--- config.mk ---
export PLATFORM = sky130hd
export DESIGN_NAME = keystroke_line_edit_buffer
export DESIGN_NICKNAME = d
export VERILOG_FILES = /design/src/hw/rtl/kleb_pkg.sv /design/src/hw/rtl/kleb_ctrl.sv /design/src/hw/rtl/kleb_datapath.sv /design/src/hw/rtl/keystroke_line_edit_buffer.sv
export SDC_FILE = /design/constraint.sdc
export NUM_CORES = 1
export LEC_CHECK = 0
export BUFFER_PORTS_ARGS = -buffer_cell sky130_fd_sc_hd__buf_2
export CORE_ASPECT_RATIO = 1.2
export CORE_MARGIN = 4
export CORE_UTILIZATION = 50
export CTS_CLUSTER_DIAMETER = 80
export DETAILED_ROUTE_END_ITERATION = 10
export GPL_ROUTABILITY_DRIVEN = 0
export GPL_TIMING_DRIVEN = 0
export PLACE_DENSITY = 0.66
export SLEW_MARGIN = 20
export SYNTH_ARGS = -nofsm -noshare
export SYNTH_HDL_FRONTEND = slang
export SYNTH_SLANG_ARGS = --single-unit
--- constraint.sdc ---
create_clock -name i_clk -period 4.54 [get_ports i_clk]
set_clock_uncertainty 0.15 [all_clocks]
set_input_delay 1.362 -clock i_clk [delete_from_list [all_inputs] [get_ports i_clk]]
set_output_delay 1.362 -clock i_clk [all_outputs]
set_load 0.05 [all_outputs]
--- src/hw/rtl/kleb_pkg.sv ---
// shared constants and types for the keystroke line edit buffer
package kleb_pkg;

    localparam int BUFFER_DEPTH = 64;
    localparam int LEN_W        = $clog2(BUFFER_DEPTH + 1);
    localparam int KEY_W        = 8;

    localparam logic [KEY_W-1:0] KEY_PREFIX    = 8'd224;
    localparam logic [KEY_W-1:0] KEY_HOME      = 8'd71;
    localparam logic [KEY_W-1:0] KEY_END       = 8'd79;
    localparam logic [KEY_W-1:0] KEY_RIGHT     = 8'd77;
    localparam logic [KEY_W-1:0] KEY_LEFT      = 8'd75;
    localparam logic [KEY_W-1:0] KEY_DELETE    = 8'd83;
    localparam logic [KEY_W-1:0] KEY_BACKSPACE = 8'd8;
    localparam logic [KEY_W-1:0] KEY_ENTER     = 8'd13;

    typedef enum logic [1:0] {
        ST_IDLE = 2'b01,
        ST_EMIT = 2'b10
    } t_state;

    typedef struct packed {
        logic accept;   // apply the accepted key beat
        logic emit;     // load next line beat into the output register
    } t_cmd;

    typedef struct packed {
        logic is_enter;   // key on the input is a plain enter
        logic emit_final; // beat loaded now closes the line
        logic slot_free;  // output register can take a beat this cycle
    } t_status;

endpackage

--- src/hw/rtl/kleb_ctrl.sv ---
// controller state machine: key beats while idle, line streaming after enter
module kleb_ctrl (
    input  logic              i_clk,
    input  logic              i_rst_n,
    input  logic              i_valid,
    output logic              o_ready,
    input  kleb_pkg::t_status i_status,
    output kleb_pkg::t_cmd    o_cmd
);

    kleb_pkg::t_state r_state;
    kleb_pkg::t_state n_state;

    always_comb begin
        n_state = r_state;
        o_cmd   = '0;
        o_ready = 1'b0;
        case (r_state)
            kleb_pkg::ST_IDLE: begin
                o_ready = 1'b1;
                if (i_valid) begin
                    o_cmd.accept = 1'b1;
                    if (i_status.is_enter) begin
                        n_state = kleb_pkg::ST_EMIT;
                    end
                end
            end
            kleb_pkg::ST_EMIT: begin
                if (i_status.slot_free) begin
                    o_cmd.emit = 1'b1;
                    if (i_status.emit_final) begin
                        n_state = kleb_pkg::ST_IDLE;
                    end
                end
            end
            default: begin
                n_state = kleb_pkg::ST_IDLE;
            end
        endcase
    end

    always_ff @(posedge i_clk) begin
        if (!i_rst_n) begin
            r_state <= kleb_pkg::ST_IDLE;
        end else begin
            r_state <= n_state;
        end
    end

`ifndef NO_ASSERTIONS
    a_enter_starts_emit: assert property (@(posedge i_clk) disable iff (!i_rst_n)
        (o_cmd.accept && i_status.is_enter) |=> (r_state == kleb_pkg::ST_EMIT))
        else $error("enter beat did not start line streaming");

    a_no_accept_while_emit: assert property (@(posedge i_clk) disable iff (!i_rst_n)
        (r_state == kleb_pkg::ST_EMIT) |-> (!o_cmd.accept && !o_ready))
        else $error("key beat taken while streaming a line");

    a_final_returns_idle: assert property (@(posedge i_clk) disable iff (!i_rst_n)
        (o_cmd.emit && i_status.emit_final) |=> (r_state == kleb_pkg::ST_IDLE))
        else $error("controller did not return to idle after final beat");
`endif

endmodule

--- src/hw/rtl/kleb_datapath.sv ---
// datapath: character cells, cursor, length, prefix flag and output register
module kleb_datapath (
    input  logic                        i_clk,
    input  logic                        i_rst_n,
    input  kleb_pkg::t_cmd              i_cmd,
    input  logic [kleb_pkg::KEY_W-1:0]  i_key,
    output kleb_pkg::t_status           o_status,
    input  logic                        i_out_ready,
    output logic                        o_out_valid,
    output logic [kleb_pkg::KEY_W-1:0]  o_line_char,
    output logic                        o_line_last,
    output logic                        o_line_empty
);

    localparam int LW = kleb_pkg::LEN_W;
    localparam int DEPTH = kleb_pkg::BUFFER_DEPTH;

    logic [kleb_pkg::KEY_W-1:0] r_cell [DEPTH];
    logic [kleb_pkg::KEY_W-1:0] n_cell [DEPTH];

    logic [LW-1:0] r_cur, n_cur;
    logic [LW-1:0] r_len, n_len;
    logic [LW-1:0] r_left, n_left;
    logic          r_prefix, n_prefix;

    logic          r_out_valid;
    logic [kleb_pkg::KEY_W-1:0] r_out_char;
    logic          r_out_last;
    logic          r_out_empty;

    logic          do_remove;
    logic [LW-1:0] remove_pos;
    logic          do_write;

    assign o_status.is_enter   = !r_prefix && (i_key == kleb_pkg::KEY_ENTER);
    assign o_status.emit_final = (r_left <= LW'(1));
    assign o_status.slot_free  = !r_out_valid || i_out_ready;

    // edit decode
    always_comb begin
        n_cur      = r_cur;
        n_len      = r_len;
        n_left     = r_left;
        n_prefix   = r_prefix;
        do_remove  = 1'b0;
        remove_pos = r_cur;
        do_write   = 1'b0;
        if (i_cmd.accept) begin
            if (r_prefix) begin
                n_prefix = 1'b0;
                case (i_key)
                    kleb_pkg::KEY_HOME: begin
                        n_cur = '0;
                    end
                    kleb_pkg::KEY_END: begin
                        n_cur = r_len;
                    end
                    kleb_pkg::KEY_RIGHT: begin
                        if (r_cur < r_len) begin
                            n_cur = r_cur + LW'(1);
                        end
                    end
                    kleb_pkg::KEY_LEFT: begin
                        if (r_cur != '0) begin
                            n_cur = r_cur - LW'(1);
                        end
                    end
                    kleb_pkg::KEY_DELETE: begin
                        if (r_cur < r_len) begin
                            do_remove = 1'b1;
                            n_len     = r_len - LW'(1);
                        end
                    end
                    default: begin
                    end
                endcase
            end else begin
                case (i_key)
                    kleb_pkg::KEY_PREFIX: begin
                        n_prefix = 1'b1;
                    end
                    kleb_pkg::KEY_BACKSPACE: begin
                        if (r_cur != '0) begin
                            do_remove  = 1'b1;
                            remove_pos = r_cur - LW'(1);
                            n_cur      = r_cur - LW'(1);
                            n_len      = r_len - LW'(1);
                        end
                    end
                    kleb_pkg::KEY_ENTER: begin
                        n_left = r_len;
                        n_len  = '0;
                        n_cur  = '0;
                    end
                    default: begin
                        if ((r_cur < r_len) || (r_len < LW'(DEPTH))) begin
                            do_write = 1'b1;
                            n_cur    = r_cur + LW'(1);
                            if (r_cur == r_len) begin
                                n_len = r_len + LW'(1);
                            end
                        end
                    end
                endcase
            end
        end else if (i_cmd.emit && (r_left != '0)) begin
            n_left = r_left - LW'(1);
        end
    end

    // each cell takes its right neighbor on a removal at or before its index or on a stream shift
    for (genvar i = 0; i < DEPTH; i++) begin : g_cell
        localparam logic [LW-1:0] IDX = LW'(i);
        logic [kleb_pkg::KEY_W-1:0] right_val;
        if (i == DEPTH - 1) begin : g_end
            assign right_val = r_cell[i];
        end else begin : g_mid
            assign right_val = r_cell[i+1];
        end
        always_comb begin
            n_cell[i] = r_cell[i];
            if (i_cmd.emit) begin
                n_cell[i] = right_val;
            end else if (do_remove && (IDX >= remove_pos)) begin
                n_cell[i] = right_val;
            end else if (do_write && (IDX == r_cur)) begin
                n_cell[i] = i_key;
            end
        end
        always_ff @(posedge i_clk) begin
            r_cell[i] <= n_cell[i];
        end
    end

    always_ff @(posedge i_clk) begin
        if (!i_rst_n) begin
            r_cur       <= '0;
            r_len       <= '0;
            r_left      <= '0;
            r_prefix    <= 1'b0;
            r_out_valid <= 1'b0;
        end else begin
            r_cur    <= n_cur;
            r_len    <= n_len;
            r_left   <= n_left;
            r_prefix <= n_prefix;
            if (i_cmd.emit) begin
                r_out_valid <= 1'b1;
            end else if (i_out_ready) begin
                r_out_valid <= 1'b0;
            end
        end
    end

    always_ff @(posedge i_clk) begin
        if (i_cmd.emit) begin
            if (r_left == '0) begin
                r_out_char  <= '0;
                r_out_last  <= 1'b1;
                r_out_empty <= 1'b1;
            end else begin
                r_out_char  <= r_cell[0];
                r_out_last  <= (r_left == LW'(1));
                r_out_empty <= 1'b0;
            end
        end
    end

    assign o_out_valid  = r_out_valid;
    assign o_line_char  = r_out_char;
    assign o_line_last  = r_out_last;
    assign o_line_empty = r_out_empty;

`ifndef NO_ASSERTIONS
    a_cursor_in_line: assert property (@(posedge i_clk) disable iff (!i_rst_n)
        r_cur <= r_len)
        else $error("cursor beyond line length");

    a_length_in_range: assert property (@(posedge i_clk) disable iff (!i_rst_n)
        r_len <= LW'(DEPTH))
        else $error("line length beyond buffer depth");

    a_line_cleared_while_emit: assert property (@(posedge i_clk) disable iff (!i_rst_n)
        i_cmd.emit |-> (r_len == '0 && r_cur == '0 && !i_cmd.accept))
        else $error("line not cleared while streaming");
`endif

endmodule

--- src/hw/rtl/keystroke_line_edit_buffer.sv ---
// top level: keystroke line edit buffer, one key beat in, line beats out on enter
// edit keys: one key beat accepted per cycle while idle, state updated at the accepting edge
// enter: the controller moves to the emit state, then line beats are loaded into the output register, one beat
// per cycle while the sink is ready; a line holds input ready low until its final beat is loaded
// (a single empty-line beat if the line is empty), and longer while the sink stalls
// line beats shift out of the character cells, which sets the one beat per cycle rate while the sink is ready
// reset is synchronous active low: clears cursor, length, remaining count, prefix, state, output valid
module keystroke_line_edit_buffer (
    input  logic       i_clk,
    input  logic       i_rst_n,
    input  logic       i_s_tvalid,
    output logic       o_s_tready,
    input  logic [7:0] i_s_tdata,   // [7:0] key_byte
    output logic       o_m_tvalid,
    input  logic       i_m_tready,
    output logic [7:0] o_m_tdata,   // [7:0] line_char
    output logic       o_m_tlast,   // line_last
    output logic       o_m_tuser    // [0] line_empty
);

    kleb_pkg::t_cmd    cmd;
    kleb_pkg::t_status status;

    kleb_ctrl u_ctrl (
        .i_clk    (i_clk),
        .i_rst_n  (i_rst_n),
        .i_valid  (i_s_tvalid),
        .o_ready  (o_s_tready),
        .i_status (status),
        .o_cmd    (cmd)
    );

    kleb_datapath u_datapath (
        .i_clk        (i_clk),
        .i_rst_n      (i_rst_n),
        .i_cmd        (cmd),
        .i_key        (i_s_tdata),
        .o_status     (status),
        .i_out_ready  (i_m_tready),
        .o_out_valid  (o_m_tvalid),
        .o_line_char  (o_m_tdata),
        .o_line_last  (o_m_tlast),
        .o_line_empty (o_m_tuser)
    );

endmodule
Yosys cells after proc, flatten, opt, wreduce, memory -nomap -nowiden. Memory sizes are Yosys's and may differ from the RTL's. Cells that the tools add are included.

$add $sub $neg: 5. $lt $le $gt $ge: 67. Equal/unequal tests: 87. Multiplexer cells: 237. Reductions and logical operators: 147.

Operators with widths (count): 8-bit 2-to-1 mux (192); 6-bit by 7-bit == test with 1-bit output (first input constant) (32); 6-bit by 7-bit >= comparator with 1-bit output (first input constant) (32); 1-bit logical AND (130); 7-bit 2-to-1 mux (17); 5-bit by 7-bit == test with 1-bit output (first input constant) (16); 5-bit by 7-bit >= comparator with 1-bit output (first input constant) (16); 4-bit by 7-bit == test with 1-bit output (first input constant) (8); 4-bit by 7-bit >= comparator with 1-bit output (first input constant) (8); 7-bit one-hot mux with 3 select lines (2); 8-bit by 7-bit == test with 1-bit output (second input constant) (5); 3-bit by 7-bit == test with 1-bit output (first input constant) (4); 3-bit by 7-bit >= comparator with 1-bit output (first input constant) (4); 7-bit one-hot mux with 4 select lines (1); 7-bit by 1-bit subtractor with 7-bit output (second input constant) (3); 1-bit 2-to-1 mux (20); 8-bit by 4-bit == test with 1-bit output (second input constant) (2); 7-bit by 1-bit adder with 7-bit output (second input constant) (2); 2-bit by 7-bit == test with 1-bit output (first input constant) (2); 1-bit by 7-bit >= comparator with 1-bit output (first input constant) (2); 2-bit by 7-bit >= comparator with 1-bit output (first input constant) (2); 7-bit zero test (2); 2-bit != test (second input constant) (7); 7-bit nonzero test (2); 24 further kinds (32).

Register bits after elaboration: 35. RAM bits: 512. Input bits: 12. Output and inout bits: 12. Word-level logic and storage cells: 553. Memories kept: 1.

Memory list: u_datapath.r_cell (depth 64, bits a word 8, read ports 64, clocked after memory_dff 0, write ports 64, line kleb_datapath.sv:18) `logic [kleb_pkg::KEY_W-1:0] r_cell [DEPTH];`.

Longest topological paths before layout.
Depth after elaboration: 10. Mapped depth: 13. Gate-level depth less buffers: 9.

Cells and area by module. A second synthesis with hierarchy kept.

Cells, all modules: 1909. Area, all modules: 25435.6 sq um.

Modules (own cells, without submodules): kleb_datapath (times used 1, cells an instance 1899, area an instance 25338.1 sq um, seq. area each 16135.5 sq um); kleb_ctrl (times used 1, cells an instance 10, area an instance 97.6 sq um, seq. area each 40.0 sq um).

Worst setup path after synthesis. Ideal clock, no wire load.

Kind: input-to-reg. Start point: input port i_s_tdata[4]. End point: memory u_datapath.r_cell[0][16] (netlist name), enable pin. Library setup time: 375 ps. Arrival time: 4338 ps. Data required time: 4015 ps. Setup slack: -323 ps. Stages on the path: 10. Path buffers: 3. Path through: buf_2 > or4_1 > buf_2 > nor4_2 > mux2i_1 > nor3b_2 > nor3b_2 > or2_2 > buf_4 > o21bai_1.

RTL lines: start: declaration (line keystroke_line_edit_buffer.sv:13) `input logic [7:0] i_s_tdata,`; end: declaration (line kleb_datapath.sv:18).

==> results.txt <==
The die covers 0.0547 mm². The number of global-route vias before repair is 16700, and the wire length of the first global-routing pass is 106000 µm. The run gives 0.0503 mm² as the placeable core region.

The classification of the worst setup path was input port to flop. Detailed placement ended at an HPWL of 48500 µm. STA classifies the critical path endpoint as a flop. The I/O pin total came out at 24. The worst slew margin relative to its limit came out at 0.251. The path class of the tightest hold or removal check is flop to flop. In this run the core area contains 90 standard-cell rows. The layout cell share with drive strength beyond 1 came out at 0.294.

The area share of the largest cell type after synthesis was 0.615. The flow ran to the end, but the final reports show violations. The fraction of power consumed by the clock network is 0.411. Cell internal power was estimated by the tool at 8380 µW.

No sink is reached through more buffers than the 3 on the longest clock path. 0 antenna diodes ended up in the layout. The logs give 0 for the count of unresolved DRC violations after routing and 2 for the number of H-tree levels. In this run, synthesis produced a sequential element count of 547. The number of placed instances, taps included, is 2581. Setup repair after global routing could not meet its margin everywhere. The post-detailed-route wirelength per cell is 26.6 µm. In this run, CTS created clock tree buffers numbering 53. The overall routed net length is 71900 µm, and the total count of max-transition violations in the final report is 0.

The die is 255 µm tall. The fraction of power spent switching nets was 0.233. The logs give 0 for the final antenna-violating net count and 0 for the count of synthesis-stage warnings from yosys. The logs give 2049 for the net count of the finished layout and -0.0367 ns for the worst-case setup margin in the final layout.

For the number of sinks handled by clock tree synthesis, the log shows 547. After detailed placement, the total cell area comes to 0.0265 mm². The share of flip-flops with an asynchronous set or reset is 0. The cell count after synthesis was 1914; the number of endpoints failing setup at the final stage was 8. Entering global routing, the biggest net connects 20 pins.

Tracing the worst setup path back leads to its startpoint at i_s_tdata[1]. TritonCTS built the clock tree. STA puts the critical path data required time at 4.64 ns. For the global routing usage summed across all routing layers, the log shows 0.255. The final reports fail on setup timing. The power per cell area came out at 374 mW/mm². The finished layout holds 2706 standard cells, fillers aside.

The run gives 17000 as the count of vias placed by the detailed router. Most common flop cell mapped by yosys: sky130_fd_sc_hd__edfxtp_1. With fillers left out, the area of the finished cells amounts to 0.0292 mm². Summed over all nets, the switching power comes to 2540 µW.

Port buffering added 23 buffers. The final-layout setup total negative slack is -0.265 ns. The hold-fix buffer count after cts came out at 0. The violation count after the first detailed-route iteration was 1961. In this run, synthesis inferred 522 flip-flops with an integrated enable. In this run the most critical hold path is launched from u_datapath.r_left[6]$_SDFFE_PN0P_. Relative to the synthesized area, the layout overhead comes to 14.4%.

A synthesized cell averages 13.3 µm². The logs give 0 for the number of hold violations in the final report and 0.507 for the initial core utilization. Post-CTS clock slew at the launch and capture registers of the worst setup and hold paths: 0.06 ns. Counting every net in the synthesized netlist gives 1943. The final period demand of the worst path works out to 4.58 ns. The startpoint identified for the worst register-to-register timing path is u_datapath.r_cur[0]$_SDFFE_PN0P_. Synthesis instantiated 83 different standard cells from the library.

Proportion of power drawn by flip-flops and latches: 0.511. The worst-skew pair later-pin latency came out at 0.63 ns. The logs give 0.634 for the fraction of the yosys area taken by sequential cells and 0 for the max-capacitance violation count.

The startpoint type of the worst setup path is an input port. Highest net fanout along the worst path: 10. For the summed instance area of the synthesized netlist, the log shows 0.0255 mm². By area the synthesized netlist is led by sky130_fd_sc_hd__edfxtp_1, sky130_fd_sc_hd__mux2_2, sky130_fd_sc_hd__o21ai_0. The share of the clock period used by the worst path came out at 1.01. The cell sitting at the root of the clock tree is a sky130_fd_sc_hd__clkbuf_16. Global routing finished with a remaining overflow of 0. Dividing the detail-routed via count by the number of cells gives 6.27.

The slew of the pin with the lowest slew margin came out at 1.12 ns. Of all cell types, the one taking the most synthesized area is sky130_fd_sc_hd__edfxtp_1. The logic gate share of total power was 0.078; the hold slack was 0.330 ns.

The maximum ir drop on the vdd rail came out at 0.261 mV. For this design the static power due to leakage is 0.0101 µW. The signal arrival time at the worst endpoint is 4.68 ns. The tools report the number of optimization iterations in the first detailed-route pass as 6.

The tools report the highest clock frequency the design can meet as 0.219 GHz. The width of the chip was 214 µm. The initial antenna violation count was 1.
kinds of logic after synthesis:
| kind of cell | after synthesis | synth area share |
|---|---|---|
| muxes | 292 | 0.129 |
| and+or+nand+nor | 385 | 0.0726 |
| xor gates and xnor gates | 10 | 0.00343 |
| buffers and inverters | 216 | 0.0333 |
| adders and majority gates | 17 | 0.00834 |
| DFF | 547 | 0.634 |
| AOI/OAI and AO/OA | 447 | 0.119 |
cell usage after synthesis (6+ instances only):
cell type,count
sky130_fd_sc_hd__a21o_1,54
sky130_fd_sc_hd__ha_1,17
sky130_fd_sc_hd__nand3_1,24
sky130_fd_sc_hd__o211ai_1,9
sky130_fd_sc_hd__nor3_1,20
sky130_fd_sc_hd__a21oi_2,13
sky130_fd_sc_hd__and2_1,15
sky130_fd_sc_hd__clkbuf_1,87
sky130_fd_sc_hd__nor2_1,54
sky130_fd_sc_hd__o31ai_1,6
sky130_fd_sc_hd__a31oi_1,8
sky130_fd_sc_hd__inv_1,99
sky130_fd_sc_hd__or2_2,8
sky130_fd_sc_hd__dfxtp_1,25
sky130_fd_sc_hd__nor4_1,6
sky130_fd_sc_hd__o21a_1,7
sky130_fd_sc_hd__nand2b_1,10
sky130_fd_sc_hd__nand4_1,7
sky130_fd_sc_hd__xnor2_1,9
sky130_fd_sc_hd__nand2_1,189
sky130_fd_sc_hd__edfxtp_1,522
sky130_fd_sc_hd__buf_2,16
sky130_fd_sc_hd__mux2_2,288
sky130_fd_sc_hd__o21ai_2,17
sky130_fd_sc_hd__buf_1,9
sky130_fd_sc_hd__o21bai_1,30
sky130_fd_sc_hd__o22ai_1,6
sky130_fd_sc_hd__a21oi_1,55
sky130_fd_sc_hd__o31ai_4,7
sky130_fd_sc_hd__o21ai_0,178
power groups by stage:
stage,Combinational [µW],Sequential (µW),Clock [µW]
after global placement,747,5680,0
after global routing,891,5580,4740
after floorplan,499,5680,0
final,848,5580,4490
after CTS,806,5580,4540
after detailed placement,765,5680,0
worst max-delay path: stages:
cell	delay (ns)
sky130_fd_sc_hd__buf_2	0.09
sky130_fd_sc_hd__clkbuf_1	0.49
sky130_fd_sc_hd__nor2b_2	0.18
sky130_fd_sc_hd__nand4_1	0.25
sky130_fd_sc_hd__clkbuf_1	0.44
sky130_fd_sc_hd__o21ai_0	0.26
sky130_fd_sc_hd__a21oi_2	0.45
sky130_fd_sc_hd__nand2_1	0.31
sky130_fd_sc_hd__a31oi_4	0.47
sky130_fd_sc_hd__o21bai_2	0.35
layout by cell type, fill, tap and decap left out, types with 9 or more instances in the layout:
cell	netlist	routed
sky130_fd_sc_hd__a21o_1	54	54
sky130_fd_sc_hd__edfxtp_1	522	522
sky130_fd_sc_hd__clkbuf_1	87	89
sky130_fd_sc_hd__nand3_1	24	24
sky130_fd_sc_hd__o211ai_1	9	9
sky130_fd_sc_hd__dfxtp_1	25	25
sky130_fd_sc_hd__o21ai_2	17	37
sky130_fd_sc_hd__o21ai_4	1	10
sky130_fd_sc_hd__inv_1	99	98
sky130_fd_sc_hd__buf_2	16	37
sky130_fd_sc_hd__nand2b_1	10	10
sky130_fd_sc_hd__o21bai_2	0	17
sky130_fd_sc_hd__o21bai_4	0	10
sky130_fd_sc_hd__nor2_1	54	47
sky130_fd_sc_hd__nor3_1	20	17
sky130_fd_sc_hd__ha_1	17	17
sky130_fd_sc_hd__clkbuf_16	0	53
sky130_fd_sc_hd__nand2_1	189	188
sky130_fd_sc_hd__xnor2_1	9	9
sky130_fd_sc_hd__a21oi_1	55	52
sky130_fd_sc_hd__clkinv_1	1	14
sky130_fd_sc_hd__buf_4	3	31
sky130_fd_sc_hd__a21oi_4	0	9
sky130_fd_sc_hd__and2_1	15	15
sky130_fd_sc_hd__mux2_2	288	288
sky130_fd_sc_hd__o21ai_0	178	147
per-stage QoR:
step	power, µW	setup slack [ns]	util
2_1_floorplan	6170	-0.0382	-
3_3_place_gp	6430	-1.60	0.527
5_1_grt	11200	-0.0663	0.580
6_report	10900	-0.0367	0.580
4_1_cts	10900	-0.126	0.573
3_5_place_dp	6450	-1.29	0.527
timing repair:
action	in CTS	in global routing
buffers inserted	15	14
endpoints found under the setup margin	673	610
gates resized for setup	99	52
pin swaps	5	8
path summary, 6_finish.rpt:
kind / slack (ns) / depth (start not counted) / to
worst max-delay path: -0.04 / 10 / u_datapath.r_cell[13][0]$_DFFE_PP_
worst min-delay path: 0.33 / 2 / u_datapath.r_left[6]$_SDFFE_PN0P_
worst max register to register: 0.13 / 15 / u_datapath.r_cell[15][0]$_DFFE_PP_
worst min register to register: 0.33 / 2 / u_datapath.r_left[6]$_SDFFE_PN0P_
final cells by class:
class / count / area [µm²]
tap: 644 / 806
sequential: 547 / 16200
inverter: 100 / 375
multi-input combinational: 1151 / 9210
timing repair buffer: 52 / 370
clock inverter: 32 / 367
fill: 3952 / 21200
clock buffer: 65 / 1370
buffer: 115 / 497
per-layer routing:
| layer | vias up | share of wire | wire, µm | GRT usage |
|---|---|---|---|---|
| met5 | - | 0.00018 | 13 | 0 |
| met4 | 2 | 0.052 | 3770 | 0.109 |
| met3 | 219 | 0.092 | 6590 | 0.0578 |
| met2 | 900 | 0.47 | 33900 | 0.418 |
| met1 | 8459 | 0.38 | 27700 | 0.329 |
| li1 | 7382 | - | - | - |
state kept, by name (all words and copies together), names as in the netlist:
signal / cells
u_datapath.r_prefix: 1
u_datapath.r_len: 7
u_datapath.o_line_last: 1
u_datapath.o_line_char: 8
u_datapath.o_out_valid: 1
u_datapath.r_left: 7
u_datapath.r_cur: 7
u_datapath.r_cell: 512
u_datapath.o_line_empty: 1
u_ctrl.r_state: 2
No activity file was read; power rests on OpenSTA's default activity.
